==> config.mk <==
export PLATFORM = sky130hd
export DESIGN_NAME = xmodem_checksum_receiver_unit
export DESIGN_NICKNAME = d
export VERILOG_FILES = /design/src/hw/rtl/xcr_pkg.sv /design/src/hw/rtl/xmodem_checksum_receiver_unit.sv /design/src/hw/rtl/xcr_regs.sv /design/src/hw/rtl/xcr_core.sv
export VERILOG_INCLUDE_DIRS = /design/src /design/src/hw/rtl
export SDC_FILE = /design/constraint.sdc
export NUM_CORES = 1
export LEC_CHECK = 0
export ABC_AREA = 0
export BUFFER_PORTS_ARGS = -buffer_cell sky130_fd_sc_hd__buf_2
export CAP_MARGIN = 40
export CORE_MARGIN = 10
export CORE_UTILIZATION = 35
export DETAILED_ROUTE_END_ITERATION = 8
export MAX_ROUTING_LAYER = met4
export SLEW_MARGIN = 20
export SYNTH_ARGS = -nofsm -noshare
export SYNTH_HDL_FRONTEND = slang
export SYNTH_SLANG_ARGS = --single-unit
==> constraint.sdc <==
create_clock -name i_clk -period 7.3 [get_ports i_clk]
set_clock_uncertainty 0.05 [all_clocks]
set_input_delay 0 -clock i_clk [delete_from_list [all_inputs] [get_ports i_clk]]
set_output_delay 0 -clock i_clk [all_outputs]
set_load 0.05 [all_outputs]
==> src/hw/rtl/xmodem_checksum_receiver_unit_defines.svh <==
// Assertion macros for the receiver RTL; xcr_core is the file that includes them.
`ifndef XMODEM_CHECKSUM_RECEIVER_UNIT_DEFINES_SVH
`define XMODEM_CHECKSUM_RECEIVER_UNIT_DEFINES_SVH

`ifndef SYNTH
// Checked on every clock edge outside reset.
`define XCR_ASSERT(label, prop) \
    label: assert property (@(posedge i_clk) disable iff (!i_rst_n) prop) \
        else $error("xcr assertion failed");
// Checked on every clock edge, reset included.
`define XCR_ASSERT_ALWAYS(label, prop) \
    label: assert property (@(posedge i_clk) prop) \
        else $error("xcr assertion failed");
`else
`define XCR_ASSERT(label, prop)
`define XCR_ASSERT_ALWAYS(label, prop)
`endif

`endif

==> src/hw/rtl/xcr_pkg.sv <==
// Types and constants shared by the XMODEM checksum receiver.
package xcr_pkg;

    localparam int PAYLOAD_BYTES_DEF = 128;

    // Reset values of the configuration registers.
    localparam logic [15:0] TIMEOUT_TICKS_RST  = 16'd1000;
    localparam logic [7:0]  START_RETRIES_RST  = 8'd60;
    localparam logic [7:0]  PACKET_RETRIES_RST = 8'd10;
    localparam logic [7:0]  MAX_FAILURES_RST   = 8'd10;

    // Register indexes on the configuration port.
    localparam logic [1:0] REG_TIMEOUT_TICKS  = 2'd0;
    localparam logic [1:0] REG_START_RETRIES  = 2'd1;
    localparam logic [1:0] REG_PACKET_RETRIES = 2'd2;
    localparam logic [1:0] REG_MAX_FAILURES   = 2'd3;

    // Input commands.
    localparam logic [1:0] CMD_BYTE  = 2'd0;
    localparam logic [1:0] CMD_TICK  = 2'd1;
    localparam logic [1:0] CMD_START = 2'd2;

    // Result kinds.
    localparam logic [1:0] KIND_NONE    = 2'd0;
    localparam logic [1:0] KIND_PAYLOAD = 2'd1;
    localparam logic [1:0] KIND_REPLY   = 2'd2;

    // Protocol bytes.
    localparam logic [7:0] BYTE_SOH = 8'h01;
    localparam logic [7:0] BYTE_EOT = 8'h04;
    localparam logic [7:0] BYTE_ACK = 8'h06;
    localparam logic [7:0] BYTE_NAK = 8'h15;
    localparam logic [7:0] BYTE_CAN = 8'h18;

    localparam logic [7:0] FAIL_SAT = 8'hFF;

    typedef struct packed {
        logic [1:0] cmd;
        logic [7:0] rx_byte;
    } t_in_item;

    typedef struct packed {
        logic [1:0] kind;
        logic [7:0] value;
        logic       commit;
        logic       session_end;
        logic       handled;
        logic       active;
    } t_out_item;

    typedef struct packed {
        logic [15:0] timeout_ticks;
        logic [7:0]  start_retries;
        logic [7:0]  packet_retries;
        logic [7:0]  max_failures;
    } t_cfg;

endpackage

==> src/hw/rtl/xmodem_checksum_receiver_unit.sv <==
// XMODEM checksum receiver, top level: transfer registers around the protocol core.
// Every accepted item (received byte, timer tick or session start) yields exactly one
// result: the item waits in the input register, then the protocol state update and
// result are formed in a single pass and land in the result register once it is free.
// A new item is taken every cycle while results are being taken; the rate is
// set by that one-pass state update in xcr_core. Configuration is on the APB port at
// byte addresses 0, 4, 8 and 12 and should be written only while no item is in flight.
module xmodem_checksum_receiver_unit
    import xcr_pkg::*;
#(
    parameter int PAYLOAD_BYTES = PAYLOAD_BYTES_DEF
) (
    input  logic        i_clk,
    input  logic        i_rst_n,
    input  logic        i_in_valid,
    output logic        o_in_ready,
    input  t_in_item    i_in_data,
    output logic        o_out_valid,
    input  logic        i_out_ready,
    output t_out_item   o_out_data,
    input  logic        psel,
    input  logic        penable,
    input  logic        pwrite,
    input  logic [3:0]  paddr,
    input  logic [31:0] pwdata,
    output logic [31:0] prdata,
    output logic        pready
);

    logic      r_in_valid;
    t_in_item  r_in;
    logic      r_out_valid;
    t_out_item r_out;
    logic      advance;
    t_cfg      cfg;
    t_out_item result;

    // The held item moves into the result register whenever that register is free
    // or is being emptied by a transfer in the same cycle.
    assign advance    = r_in_valid && (!r_out_valid || i_out_ready);
    assign o_in_ready = !r_in_valid || advance;

    always_ff @(posedge i_clk) begin
        if (!i_rst_n) begin
            r_in_valid  <= 1'b0;
            r_out_valid <= 1'b0;
        end else begin
            if (o_in_ready) begin
                r_in_valid <= i_in_valid;
            end
            if (advance) begin
                r_out_valid <= 1'b1;
            end else if (i_out_ready) begin
                r_out_valid <= 1'b0;
            end
        end
    end

    always_ff @(posedge i_clk) begin
        if (o_in_ready && i_in_valid) begin
            r_in <= i_in_data;
        end
        if (advance) begin
            r_out <= result;
        end
    end

    xcr_regs u_regs (
        .i_clk   (i_clk),
        .i_rst_n (i_rst_n),
        .psel    (psel),
        .penable (penable),
        .pwrite  (pwrite),
        .paddr   (paddr),
        .pwdata  (pwdata),
        .prdata  (prdata),
        .pready  (pready),
        .o_cfg   (cfg)
    );

    xcr_core #(
        .PAYLOAD_BYTES (PAYLOAD_BYTES)
    ) u_core (
        .i_clk    (i_clk),
        .i_rst_n  (i_rst_n),
        .i_step   (advance),
        .i_item   (r_in),
        .i_cfg    (cfg),
        .o_result (result)
    );

    assign o_out_valid = r_out_valid;
    assign o_out_data  = r_out;

endmodule

==> src/hw/rtl/xcr_regs.sv <==
// APB configuration registers of the XMODEM checksum receiver.
module xcr_regs
    import xcr_pkg::*;
(
    input  logic        i_clk,
    input  logic        i_rst_n,
    input  logic        psel,
    input  logic        penable,
    input  logic        pwrite,
    input  logic [3:0]  paddr,
    input  logic [31:0] pwdata,
    output logic [31:0] prdata,
    output logic        pready,
    output t_cfg        o_cfg
);

    t_cfg       r_cfg;
    logic       wr_en;
    logic [1:0] reg_idx;

    assign pready  = 1'b1;
    assign wr_en   = psel && penable && pwrite;
    assign reg_idx = paddr[3:2];

    always_ff @(posedge i_clk) begin
        if (!i_rst_n) begin
            r_cfg.timeout_ticks  <= TIMEOUT_TICKS_RST;
            r_cfg.start_retries  <= START_RETRIES_RST;
            r_cfg.packet_retries <= PACKET_RETRIES_RST;
            r_cfg.max_failures   <= MAX_FAILURES_RST;
        end else if (wr_en) begin
            unique case (reg_idx)
                REG_TIMEOUT_TICKS:  r_cfg.timeout_ticks  <= pwdata[15:0];
                REG_START_RETRIES:  r_cfg.start_retries  <= pwdata[7:0];
                REG_PACKET_RETRIES: r_cfg.packet_retries <= pwdata[7:0];
                REG_MAX_FAILURES:   r_cfg.max_failures   <= pwdata[7:0];
            endcase
        end
    end

    always_comb begin
        unique case (reg_idx)
            REG_TIMEOUT_TICKS:  prdata = {16'd0, r_cfg.timeout_ticks};
            REG_START_RETRIES:  prdata = {24'd0, r_cfg.start_retries};
            REG_PACKET_RETRIES: prdata = {24'd0, r_cfg.packet_retries};
            REG_MAX_FAILURES:   prdata = {24'd0, r_cfg.max_failures};
        endcase
    end

    assign o_cfg = r_cfg;

endmodule

==> src/hw/rtl/xcr_core.sv <==
// Session, framing and timeout state of the receiver with its per-item update.
`include "xmodem_checksum_receiver_unit_defines.svh"

module xcr_core
    import xcr_pkg::*;
#(
    parameter int PAYLOAD_BYTES = PAYLOAD_BYTES_DEF
) (
    input  logic      i_clk,
    input  logic      i_rst_n,
    input  logic      i_step,
    input  t_in_item  i_item,
    input  t_cfg      i_cfg,
    output t_out_item o_result
);

    localparam int POS_W = $clog2(PAYLOAD_BYTES + 3);
    localparam logic [POS_W-1:0] POS_CHECKSUM = POS_W'(PAYLOAD_BYTES + 2);

    logic             r_session_on,     n_session_on;
    logic             r_in_packet,      n_in_packet;
    logic [POS_W-1:0] r_byte_pos,       n_byte_pos;
    logic [7:0]       r_expected_block, n_expected_block;
    logic [7:0]       r_block_seen,     n_block_seen;
    logic [7:0]       r_running_sum,    n_running_sum;
    logic [15:0]      r_timeout_left,   n_timeout_left;
    logic [7:0]       r_retries_left,   n_retries_left;
    logic [7:0]       r_failure_count,  n_failure_count;

    logic [7:0] fail_inc;
    t_out_item  res;

    assign fail_inc = (r_failure_count != FAIL_SAT) ? r_failure_count + 8'd1
                                                     : r_failure_count;

    always_comb begin
        n_session_on     = r_session_on;
        n_in_packet      = r_in_packet;
        n_byte_pos       = r_byte_pos;
        n_expected_block = r_expected_block;
        n_block_seen     = r_block_seen;
        n_running_sum    = r_running_sum;
        n_timeout_left   = r_timeout_left;
        n_retries_left   = r_retries_left;
        n_failure_count  = r_failure_count;

        res.kind        = KIND_NONE;
        res.value       = 8'd0;
        res.commit      = 1'b0;
        res.session_end = 1'b0;
        res.handled     = r_session_on;

        if (i_item.cmd == CMD_START) begin
            // A restart keeps any open packet framing and the failure count.
            n_session_on     = 1'b1;
            n_timeout_left   = i_cfg.timeout_ticks;
            n_retries_left   = i_cfg.start_retries;
            n_expected_block = 8'd1;
        end else if (r_session_on && i_item.cmd == CMD_BYTE) begin
            if (r_in_packet) begin
                n_byte_pos = r_byte_pos + 1'b1;
                if (r_byte_pos == '0) begin
                    n_block_seen = i_item.rx_byte;
                end else if (r_byte_pos == POS_W'(1)) begin
                    // The complement byte is not checked.
                end else if (r_byte_pos < POS_CHECKSUM) begin
                    n_running_sum = r_running_sum + i_item.rx_byte;
                    res.kind      = KIND_PAYLOAD;
                    res.value     = i_item.rx_byte;
                end else begin
                    n_in_packet = 1'b0;
                    n_byte_pos  = '0;
                    res.kind    = KIND_REPLY;
                    if (r_block_seen == r_expected_block &&
                        r_running_sum == i_item.rx_byte) begin
                        n_expected_block = r_expected_block + 8'd1;
                        n_failure_count  = 8'd0;
                        res.value        = BYTE_ACK;
                        res.commit       = 1'b1;
                    end else begin
                        res.value = BYTE_NAK;
                    end
                end
            end else begin
                n_byte_pos = '0;
                if (i_item.rx_byte == BYTE_SOH) begin
                    n_in_packet    = 1'b1;
                    n_running_sum  = 8'd0;
                    n_timeout_left = i_cfg.timeout_ticks;
                    n_retries_left = i_cfg.packet_retries;
                end else if (i_item.rx_byte == BYTE_EOT || i_item.rx_byte == BYTE_CAN) begin
                    n_session_on     = 1'b0;
                    n_in_packet      = 1'b0;
                    n_byte_pos       = '0;
                    n_expected_block = 8'd0;
                    n_block_seen     = 8'd0;
                    n_running_sum    = 8'd0;
                    n_timeout_left   = 16'd0;
                    n_retries_left   = 8'd0;
                    n_failure_count  = 8'd0;
                    res.kind         = KIND_REPLY;
                    res.value        = BYTE_ACK;
                    res.session_end  = 1'b1;
                end
            end
        end else if (r_session_on && i_item.cmd == CMD_TICK) begin
            if (r_timeout_left != 16'd0) begin
                n_timeout_left = r_timeout_left - 16'd1;
            end else begin
                n_failure_count = fail_inc;
                res.kind        = KIND_REPLY;
                if (fail_inc >= i_cfg.max_failures) begin
                    // Too many failures in a row: abort and clear the session.
                    n_session_on     = 1'b0;
                    n_in_packet      = 1'b0;
                    n_byte_pos       = '0;
                    n_expected_block = 8'd0;
                    n_block_seen     = 8'd0;
                    n_running_sum    = 8'd0;
                    n_timeout_left   = 16'd0;
                    n_retries_left   = 8'd0;
                    n_failure_count  = 8'd0;
                    res.value        = BYTE_CAN;
                    res.session_end  = 1'b1;
                end else begin
                    res.value      = BYTE_NAK;
                    n_timeout_left = i_cfg.timeout_ticks;
                    if (r_retries_left != 8'd0) begin
                        n_retries_left = r_retries_left - 8'd1;
                    end else begin
                        // Out of retries: the session drops but keeps its failure count.
                        n_session_on    = 1'b0;
                        n_in_packet     = 1'b0;
                        n_byte_pos      = '0;
                        res.session_end = 1'b1;
                    end
                end
            end
        end

        res.active = n_session_on;
    end

    always_ff @(posedge i_clk) begin
        if (!i_rst_n) begin
            r_session_on     <= 1'b0;
            r_in_packet      <= 1'b0;
            r_byte_pos       <= '0;
            r_expected_block <= 8'd0;
            r_block_seen     <= 8'd0;
            r_running_sum    <= 8'd0;
            r_timeout_left   <= 16'd0;
            r_retries_left   <= 8'd0;
            r_failure_count  <= 8'd0;
        end else if (i_step) begin
            r_session_on     <= n_session_on;
            r_in_packet      <= n_in_packet;
            r_byte_pos       <= n_byte_pos;
            r_expected_block <= n_expected_block;
            r_block_seen     <= n_block_seen;
            r_running_sum    <= n_running_sum;
            r_timeout_left   <= n_timeout_left;
            r_retries_left   <= n_retries_left;
            r_failure_count  <= n_failure_count;
        end
    end

    assign o_result = res;

    `XCR_ASSERT(a_packet_needs_session, r_in_packet |-> r_session_on)
    `XCR_ASSERT(a_idle_position_zero, !r_in_packet |-> r_byte_pos == '0)
    `XCR_ASSERT(a_commit_advances_block,
        i_step && res.commit |=> r_expected_block == $past(r_expected_block) + 8'd1)
    `XCR_ASSERT(a_position_in_frame, r_byte_pos <= POS_CHECKSUM)

endmodule

# Word-level counts from Yosys, hierarchy flattened

Cells that the tools add are included.

Output and inout bits: 49
Word-level logic and storage cells: 200
Input port bits: 53
Flip-flop bits (word level): 132

Equal/unequal tests: 32
Reductions and logical operators: 35
Bitwise logic cells: 3
Add/subtract/negate cells: 6
Multiplexer cells: 99
$lt $le $gt $ge: 2

Operators by type and width:

| cell                    | number |
|---|---|
| $mux W8                 | 48 |
| $mux W16                | 8 |
| $pmux W32 S4            | 1 |
| $mux W10                | 7 |
| $mux W1                 | 31 |
| $add A8 B1 Y8 const B   | 3 |
| $mux W11                | 2 |
| $ne A3 B3 Y1 const B    | 7 |
| $reduce_and A10 Y1      | 2 |
| $eq A8 B1 Y1 const B    | 2 |
| $eq A8 B8 Y1            | 2 |
| $ne A4 B4 Y1 const B    | 4 |
| $reduce_bool A16 Y1     | 1 |
| $sub A16 B1 Y16 const B | 1 |
| $reduce_and A9 Y1       | 1 |
| $add A8 B8 Y8           | 1 |
| $eq A8 B3 Y1 const B    | 1 |
| $eq A8 B5 Y1 const B    | 1 |
| $ge A8 B8 Y1            | 1 |
| $logic_not A8 Y1        | 1 |
| $lt A8 B8 Y1 const B    | 1 |
| $ne A4 B2 Y1 const B    | 2 |
| $ne A4 B3 Y1 const B    | 2 |
| $ne A8 B8 Y1 const B    | 1 |
| 23 further kinds        | 46 |

# Longest topological paths before layout

Gate-level depths: netlist of the first run.

Depth after elaboration: 9
Gate-level depth with buffers: 15
Gate-level depth less buffers: 13

# By module

From an unflattened synthesis of the first run, not the netlist that was laid out.

Cell total of the unflattened synthesis: 829
Area total of the unflattened synthesis: 7487.2 sq um

Modules (own cells, without submodules):

| module                        | times used | area each (sq um) | cells each | sequential area each (sq um) |
|---|---|---|---|---|
| xcr_core                      | 1          | 4682.0            | 595        | 1321.3 |
| xcr_regs                      | 1          | 1980.6            | 201        | 800.8 |
| xmodem_checksum_receiver_unit | 1          | 824.5             | 33         | 760.7 |

# Least setup slack after synthesis of the first run

No wires, ideal clock.

Kind: register to register
From: reg u_core.r_failure_count[0]
To: reg u_core.r_retries_left[2]
Buffers on the path: 2
Period minus slack after synthesis: 3.433 ns
Data arrival time: 3.313 ns
Setup time: 0.070 ns
Setup slack: 3.867 ns
Required time: 7.180 ns
Stages on the path, launching flop included: 16
Cell sequence: dfxtp_1 -> ha_1 -> nand4_1 -> nand4_1 -> nor3_1 -> xor2_1 -> ha_1 -> a211oi_1 -> nor2_1 -> a211oi_1 -> clkbuf_1 -> and2_1 -> clkbuf_1 -> a22oi_1 -> a211o_1 -> a21oi_1

Longest elaborated chain between the ends: 8
Elaborated cells between the ends (all ways): 11
Those cells by class: 1 x add/sub; 1 x order compare; 1 x eq/ne; 6 x mux; 2 x reduce/logical

Ends and longest elaborated chain:

| element                                              | line            | RTL |
|---|---|---|
| start: declaration                                   | xcr_core.sv:28  | `logic [7:0] r_failure_count, n_failure_count;` |
| start signal: assignment                             | xcr_core.sv:164 | `r_failure_count <= n_failure_count;` |
| $add A8 B1 Y8 / $ne A8 B8 Y1 (equally long branches) | xcr_core.sv:33  | `assign fail_inc = (r_failure_count != FAIL_SAT) ? r_failure_count + 8'd1` |
| $mux W8 (*)                                          | xcr_core.sv:33  |  |
| $ge A8 B8 Y1 (*)                                     | xcr_core.sv:112 | `if (fail_inc >= i_cfg.max_failures) begin` |
| $mux W8                                              | xcr_core.sv:112 |  |
| $mux W8                                              | xcr_core.sv:107 | `if (r_timeout_left != 16'd0) begin` |
| $mux W8                                              | xcr_core.sv:106 | `end else if (r_session_on && i_item.cmd == CMD_TICK) begin` |
| $mux W8                                              | xcr_core.sv:59  | `end else if (r_session_on && i_item.cmd == CMD_BYTE) begin` |
| $mux W8                                              | xcr_core.sv:53  | `if (i_item.cmd == CMD_START) begin` |
| end signal: assignment                               | xcr_core.sv:163 | `r_retries_left <= n_retries_left;` |
| end: declaration                                     | xcr_core.sv:27  | `logic [7:0] r_retries_left, n_retries_left;` |

Every way passes the cells marked *; elsewhere a longest branch is shown, timed or not. The select of a mux whose other input is x is not followed.
A chain may end at the register's enable or synchronous reset.

# Worst setup path after layout of the first run

From: reg u_core.r_failure_count[0]
To: reg u_core.r_retries_left[5]

Same word-level chain as after synthesis.

==> results of run 1 <==
-- Yosys cell counts (9+ instances only) --
library cell and count:
nor3_1 19, a22oi_1 9, xor2_1 11, inv_1 18, nand4_1 9, nor2_1 78
o21ai_0 43, and2_1 19, nand3_1 32, and3_1 13, ha_1 23, a21oi_1 63
dfxtp_1 108, xnor2_1 21, clkbuf_1 32, edfxtp_1 24, or2_2 12, nand2_1 122
mux2i_1 28, buf_4 17
-- state kept, by name, indices dropped and copies added (netlist names), 8 cells and up --
| register | cells |
|---|---|
| u_core.r_failure_count | 8 |
| r_in | 10 |
| u_core.r_expected_block | 8 |
| u_core.r_timeout_left | 16 |
| u_core.r_block_seen | 8 |
| u_regs.o_cfg | 40 |
| u_core.r_retries_left | 8 |
| o_out_data | 14 |
| u_core.r_running_sum | 8 |
| u_core.r_byte_pos | 8 |
-- what timing repair did --
action	CTS	global route
setup buffers	0	0
hold buffers	29	0
hold endpoints to repair	52	0
-- routing by layer --
layer	track usage (%)	up-vias
met1	20.0	2970
met2	23.5	155
met4	4.92	0
met3	2.57	17
li1	-	3122
met5	-	-
-- area by class of cell --
| class | count | area (um^2) |
|---|---|---|
| Clock inverter | 5 | 81.3 |
| Inverter | 19 | 71.3 |
| Multi-Input combinational cell | 646 | 4000 |
| Clock buffer | 27 | 557 |
| Timing Repair Buffer | 106 | 728 |
| Tap cell | 270 | 338 |
| Fill cell | 2027 | 11600 |
| Sequential cell | 132 | 2880 |
-- worst register-to-register path: stages, from the launching register on --
cell and delay, ns:
dfxtp_1 0.36, ha_1 0.27, nand4_1 0.28, nand4_1 0.19
nor3_1 0.22, xor2_1 0.21, ha_1 0.27, a211oi_1 0.24
nor2_1 0.08, a211oi_1 0.22, buf_4 0.21, nand2_1 0.15
o311ai_2 0.62, buf_4 0.28, or3_1 0.11, a21oi_1 0.06
-- how the worst max path moves through the flow --
| stage | start | to | slack (ns) | cells after the start |
|---|---|---|---|---|
| after floorplan | u_core.r_failure_count[0]$_SDFFE_PN0P_ | u_core.r_retries_left[2]$_SDFFE_PN0P_ | 3.87 | 15 |
| after global placement | u_core.r_failure_count[0]$_SDFFE_PN0P_ | u_core.r_retries_left[1]$_SDFFE_PN0P_ | 3.25 | 14 |
| after detailed placement | u_core.r_failure_count[0]$_SDFFE_PN0P_ | u_core.r_retries_left[2]$_SDFFE_PN0P_ | 3.40 | 15 |
| after CTS | u_core.r_failure_count[0]$_SDFFE_PN0P_ | u_core.r_retries_left[2]$_SDFFE_PN0P_ | 3.37 | 15 |
| after global routing | u_core.r_failure_count[0]$_SDFFE_PN0P_ | u_core.r_retries_left[7]$_SDFFE_PN0P_ | 2.99 | 15 |
| final | u_core.r_failure_count[0]$_SDFFE_PN0P_ | u_core.r_retries_left[5]$_SDFFE_PN0P_ | 3.33 | 15 |
-- cells by family (layout without fill, tap and decap cells) --
kind of cell | count (synthesis) | after routing
AND/OR/NAND/NOR | 362 | 362
AO/OA/AOI/OAI | 174 | 174
buffers and inverters | 76 | 157
other | 2 | 17
flip-flops | 132 | 132
multiplexers | 37 | 37
adder cells (fa/ha/maj) | 24 | 24
XOR/XNOR | 32 | 32
-- through the flow --
step	instances	util [%]	worst slack [ns]	area, um^2
floorplan	854	-	3.87	7230
global placement	1138	37.8	3.25	7660
detailed placement	1143	38.1	3.40	7710
CTS	1204	42.7	3.37	8640
global route	1205	42.8	2.99	8650
finish	1205	42.8	3.33	8650
-- power groups by stage --
stage	combinational (mW)	clock, mW	sequential (mW)
floorplan	0.168	0	0.798
global placement	0.226	0	0.790
detailed placement	0.229	0	0.791
CTS	0.242	0.921	0.775
global route	0.266	0.960	0.777
finish	0.244	0.910	0.775
==> flow_summary_export.csv, run 1 <==
group,metric,value,unit
outcome,status,"finished clean",
die,core_area,20200,um^2
clocking,numCtsBuffers,17,
timing,worstMarginPinSlew,0.804,ns
synth,synth_cell_types,74,
critical_path,r2r-end,"u_core.r_retries_left[5]$_SDFFE_PN0P_",
critical_path,timing.rr.start,"u_core.r_failure_count[0]$_SDFFE_PN0P_",
global_routing,grt_max_degree,70,
synth,synth_top_family_by_area,"simple AND/OR/NAND/NOR gates",
hold_path,hp-start,"i_rst_n",
placement,gp_congestion,0.863,
routing,wl_met3,730,um
critical_path,crit_path_cell_trace,"ha_1 -> nand4_1 -> nand4_1 -> nor3_1 -> xor2_1 -> ha_1 -> a211oi_1 -> nor2_1 -> a211oi_1 -> buf_4 -> nand2_1 -> o311ai_2 -> buf_4 -> or3_1 -> a21oi_1",
timing,drv_slew,0,
critical_path,cp-start-kind,"flip-flop",
die,die_h,163,um
synth,yosys_most_used_dff,"dfxtp_1",
synth,yosys.area_share.simple,25.0,%
timing,slew_headroom,46.4,%
synth,ys_seq_elements,132,
pwr,sequentialPowerShare,40.2,%
die,ios,102,
pwr,p_int,1.44,mW
critical_path,slowest_delay,0.62,ns
clocking,cts-root-buf,"clkbuf_16",
synth,muxShareOfSynthArea,6.57,%
timing,hold_viol,0,
die,initial_core_util,35.5,%
pwr,vdd.ir_drop.worst,0.000164,V
global_routing,antenna_found_initial,0,
cells_and_area,diodes,0,
clocking,clock_path_buffers,2,
synth,syn_area_per_cell,8.56,um^2
synth,yosysSeqAreaShare,40.2,%
synth,synth.top_cell.area_share,30.1,%
placement,dp_hpwl,13.7,mm
pwr,power.switching,0.493,mW
synth,synth_compound_area_share,14.9,%
synth,yosysWarnings,0,
routing,ant_nets,0,
pwr,leakagePower,3.41,nW
die,num_rows,52,
critical_path,endpoint_kind,"flip-flop",
routing,avgViaCountPerCell,5.20,
routing,drt_iter0_drc,559,
critical_path,required,7.52,ns
critical_path,path_class,"flip-flop to flip-flop",
cells_and_area,final_nets,999,
routing,totalWireLength,19.6,mm
routing,met1_length,9.46,mm
routing,wl_per_cell,16.3,um
pwr,p_clk_share,47.2,%
routing,via_count,6264,
synth,synth_area,7180,um^2
global_routing,grt_pass1_vias,5918,
cells_and_area,areaGrowthSynthToFinish,20.6,%
routing,top_layer_used,"met4",
pwr,power_density,223,nW/um^2
synth,synth_edf_count,24,
timing,period_share,54.3,%
pwr,netSwitchingFraction,25.6,%
clocking,worstSkewPairLatency,0.42,ns
cells_and_area,drive_gt1_share,15.5,%
hold_path,holdPathStages,2,
cells_and_area,final_common_cell,"nand2_1",
critical_path,reg2reg_depth,15,
routing,wl_met2,9.15,mm
global_routing,grt_util_all_layers,15.2,%
timing,min_period,3.97,ns
clocking,clk_transition_reported_paths,0.06,ns
critical_path,critPathTopFamily,"compound AO/OA/AOI/OAI gates",
synth,synth_area_leaders,"dfxtp_1, edfxtp_1, nand2_1",
clocking,cts_resized,0,
critical_path,ff2ff_setup_slack,3.33,ns
timing,tns,0,ns
cells_and_area,mostFrequentLayoutCells,"nand2_1, dfxtp_1, nor2_1",
timing,setup_viol,0,
synth,yosys.area_share.xor_xnor,3.90,%
clocking,cts_tree,"built",
routing,drt_first_pass_iters,5,
synth,async_flop_share,0,%
clocking,clock-sinks,132,
critical_path,cp_data_arrival_time,4.18,ns
job,drv_cap,0,
pwr,pwr-share-comb,12.6,%
hold_path,worstHoldEndpoint,"u_core.r_failure_count[4]$_SDFFE_PN0P_",
hold_path,min_path_type,"input pin to flip-flop",
pwr,power,1.93,mW
synth,syn-instance-count,839,
synth,synth_top_cell_by_area,"dfxtp_1",
timing,fmax,252,MHz
placement,portBuffers,66,
clocking,h-tree-depth,4,
timing,whs,0.0422,ns
critical_path,crit_buf_inv,2,
synth,synthAdderAreaFrac,4.29,%
timing,rsz0062_at_grt,"no",
global_routing,grt_pass1_wl,32.1,mm
die,fp.dieArea,26600,um^2
critical_path,crit_fanout,11,
global_routing,grt_overflow,0,
die,die_w,163,um
routing,drc_errors,0,
critical_path,slowest_stage,"o311ai_2",
Power figures use the tool's default switching activity.
==> inputs of run 2 (changes only) <==
Settings changed: ABC_AREA 0 to 1.
Clock period 7.3 ns to 3.85 ns, I/O delays scaled along.
==> flow_summary_export.csv, run 2 <==
group,metric,value,unit
outcome,status,"finished clean",
cells_and_area,drive_gt1_share,11.4,%
timing,tns,0,ns
timing,slew_headroom,46.2,%
placement,portBuffers,66,
critical_path,r2r-end,"u_core.r_expected_block[0]$_SDFFE_PN0P_",
cells_and_area,areaGrowthSynthToFinish,18.7,%
timing,fmax,291,MHz
clocking,postCtsHoldBufs,31,
synth,synth_top_cell_by_area,"dfxtp_1",
clocking,cts_tree,"built",
cells_and_area,diodes,0,
pwr,vdd.ir_drop.worst,0.000231,V
timing,period_share,89.4,%
clocking,numCtsBuffers,17,
hold_path,worstHoldEndpoint,"u_regs.o_cfg[3]$_SDFFE_PN1P_",
timing,setup_viol,0,
synth,synth_area_leaders,"dfxtp_1, nand2_1, nor2_1",
hold_path,holdPathStages,4,
routing,ant_nets,0,
global_routing,grt_overflow,0,
synth,ys_seq_elements,132,
die,ios,102,
critical_path,slowest_stage,"dfxtp_1",
die,die_h,173,um
routing,drc_errors,0,
routing,totalWireLength,23.1,mm
placement,place_ws,0.496,ns
die,die_w,173,um
synth,yosysSeqAreaShare,35.3,%
hold_path,hp-start,"penable",
critical_path,path_class,"flip-flop to flip-flop",
routing,wl_per_cell,13.8,um
routing,drt_iter0_drc,625,
clocking,worstSkewPairLatency,0.43,ns
synth,yosys_most_used_dff,"dfxtp_1",
placement,dp_hpwl,16.9,mm
global_routing,grt_pass1_vias,7555,
synth,async_flop_share,0,%
clocking,cts-root-buf,"clkbuf_16",
cells_and_area,fin_cells,1670,
routing,via_count,7879,
die,initial_core_util,35.8,%
timing,min_period,3.44,ns
clocking,clock-sinks,132,
critical_path,crit_fanout,14,
global_routing,grt_util_all_layers,15.8,%
routing,avgViaCountPerCell,4.72,
pwr,power_density,404,nW/um^2
cells_and_area,largest_reg_flops,40,
critical_path,cp_data_arrival_time,3.71,ns
timing,worstMarginPinSlew,0.807,ns
cells_and_area,final_common_cell,"nand2_1",
synth,synth_cell_types,44,
pwr,leakagePower,4.61,nW
critical_path,cp-start-kind,"flip-flop",
placement,gp_congestion,0.913,
synth,yosysWarnings,0,
placement,place_inst,1607,
synth,synth.top_cell.area_share,26.5,%
critical_path,required,4.12,ns
timing,setup_slack,0.409,ns
cells_and_area,final_nets,1421,
critical_path,endpoint_kind,"flip-flop",
die,core_area,22800,um^2
clocking,cts_resized,0,
die,num_rows,55,
hold_path,min_path_type,"input pin to flip-flop",
synth,syn-instance-count,1255,
synth,synth_area,8160,um^2
clocking,clk_transition_reported_paths,0.06,ns
routing,drt_first_pass_iters,5,
timing,drv_slew,0,
critical_path,crit_path_cell_trace,"ha_1 -> inv_1 -> nor2_1 -> nand2_1 -> nand2_1 -> xor2_1 -> inv_1 -> ha_1 -> a21oi_1 -> nor2_1 -> nor2_1 -> buf_4 -> nand3_4 -> nand2_1 -> nand2_2 -> nand2_1 -> inv_2 -> nor2_1 -> nor2_1",
pwr,power,3.91,mW
synth,syn_area_per_cell,6.50,um^2
critical_path,path_common_cell,"nor2_1",
timing,hold_viol,0,
global_routing,grt_pass1_wl,38.3,mm
synth,post-synth-top-count-cell,"nand2_1",
critical_path,critPathTopFamily,"simple AND/OR/NAND/NOR gates",
clocking,clock_path_buffers,2,
critical_path,slowest_delay,0.37,ns
synth,synth_edf_count,24,
critical_path,ff2ff_setup_slack,0.41,ns
die,fp.dieArea,29800,um^2
global_routing,grt_max_degree,78,
job,drv_cap,0,
timing,rsz0062_at_grt,"no",
cells_and_area,n_fill_cell,2437,
critical_path,crit_buf_inv,4,
synth,netlist_top_cells_count,"nand2_1, nor2_1, inv_1",
clocking,h-tree-depth,4,
clocking,postCtsSetupBuffers,0,
critical_path,reg2reg_depth,19,
global_routing,antenna_found_initial,0,
cells_and_area,mostFrequentLayoutCells,"nand2_1, nor2_1, inv_1",
critical_path,timing.rr.start,"u_core.r_failure_count[1]$_SDFFE_PN0P_",
-- run 2: worst max-delay path by stage --
stage,start,to,slack [ns],depth (start not counted)
CTS,u_core.r_failure_count[1]$_SDFFE_PN0P_,u_core.r_block_seen[0]$_SDFFE_PN0P_,0.47,19
finish,u_core.r_failure_count[1]$_SDFFE_PN0P_,u_core.r_expected_block[0]$_SDFFE_PN0P_,0.41,19
detailed placement,u_core.r_failure_count[0]$_SDFFE_PN0P_,u_core.r_expected_block[0]$_SDFFE_PN0P_,0.50,19
global placement,u_core.r_failure_count[1]$_SDFFE_PN0P_,u_core.r_expected_block[3]$_SDFFE_PN0P_,0.54,19
global route,u_core.r_failure_count[1]$_SDFFE_PN0P_,u_core.r_expected_block[3]$_SDFFE_PN0P_,0.13,19
floorplan,u_core.r_failure_count[0]$_SDFFE_PN0P_,u_core.r_expected_block[2]$_SDFFE_PN0P_,1.04,18
-- run 2: cell type report --
type                       count  area (um^2)  area share [%]
clock inverter                14          209            2.16
timing repair buffer         105          728            7.52
tap                          313          392            4.04
inverter                     181          679            7.02
clock buffer                  18          429            4.43
multi-input combinational    907         4360            45.1
sequential                   132         2880            29.8
-- run 2: cells by family after synthesis --
| kind of cell | Yosys count | synth area share, % |
|---|---|---|
| other | 2 | 0.0920 |
| and+or+nand+nor | 676 | 35.3 |
| DFF | 132 | 35.3 |
| adders and majority gates | 24 | 3.77 |
| AOI/OAI and AO/OA | 169 | 11.3 |
| buffers and inverters | 231 | 11.9 |
| xor gates and xnor gates | 21 | 2.25 |
-- run 2: stage by stage --
step | instance area [um^2] | hold WS, ns | util [%]
2_1_floorplan | 8220 | 0.0489 | -
3_3_place_gp | 8690 | 0.127 | 38.2
3_5_place_dp | 8730 | 0.130 | 38.3
4_1_cts | 9680 | 0.102 | 42.5
5_1_grt | 9680 | 0.139 | 42.5
6_report | 9680 | 0.107 | 42.5
-- run 2: where the power goes --
part | switching (mW) | internal (mW) | total [mW]
clock network | 0.648 | 1.15 | 1.79
registers | 0.0307 | 1.45 | 1.48
logic | 0.443 | 0.197 | 0.640
total | 1.12 | 2.79 | 3.91
-- run 2: layer usage --
metal  global-route usage [%]  wire [um]
met5                        -          0
met4                     5.86        582
met3                     2.88        885
met2                     25.3      10700
met1                     19.5      10900
-- run 2: worst min-delay path, delay by kind of cell --
| family | cells | cell delay (ns) |
|---|---|---|
| buffers and inverters | 1 | 0.10 |
| AO/OA/AOI/OAI | 1 | 0.16 |
| AND/OR/NAND/NOR | 2 | 0.30 |
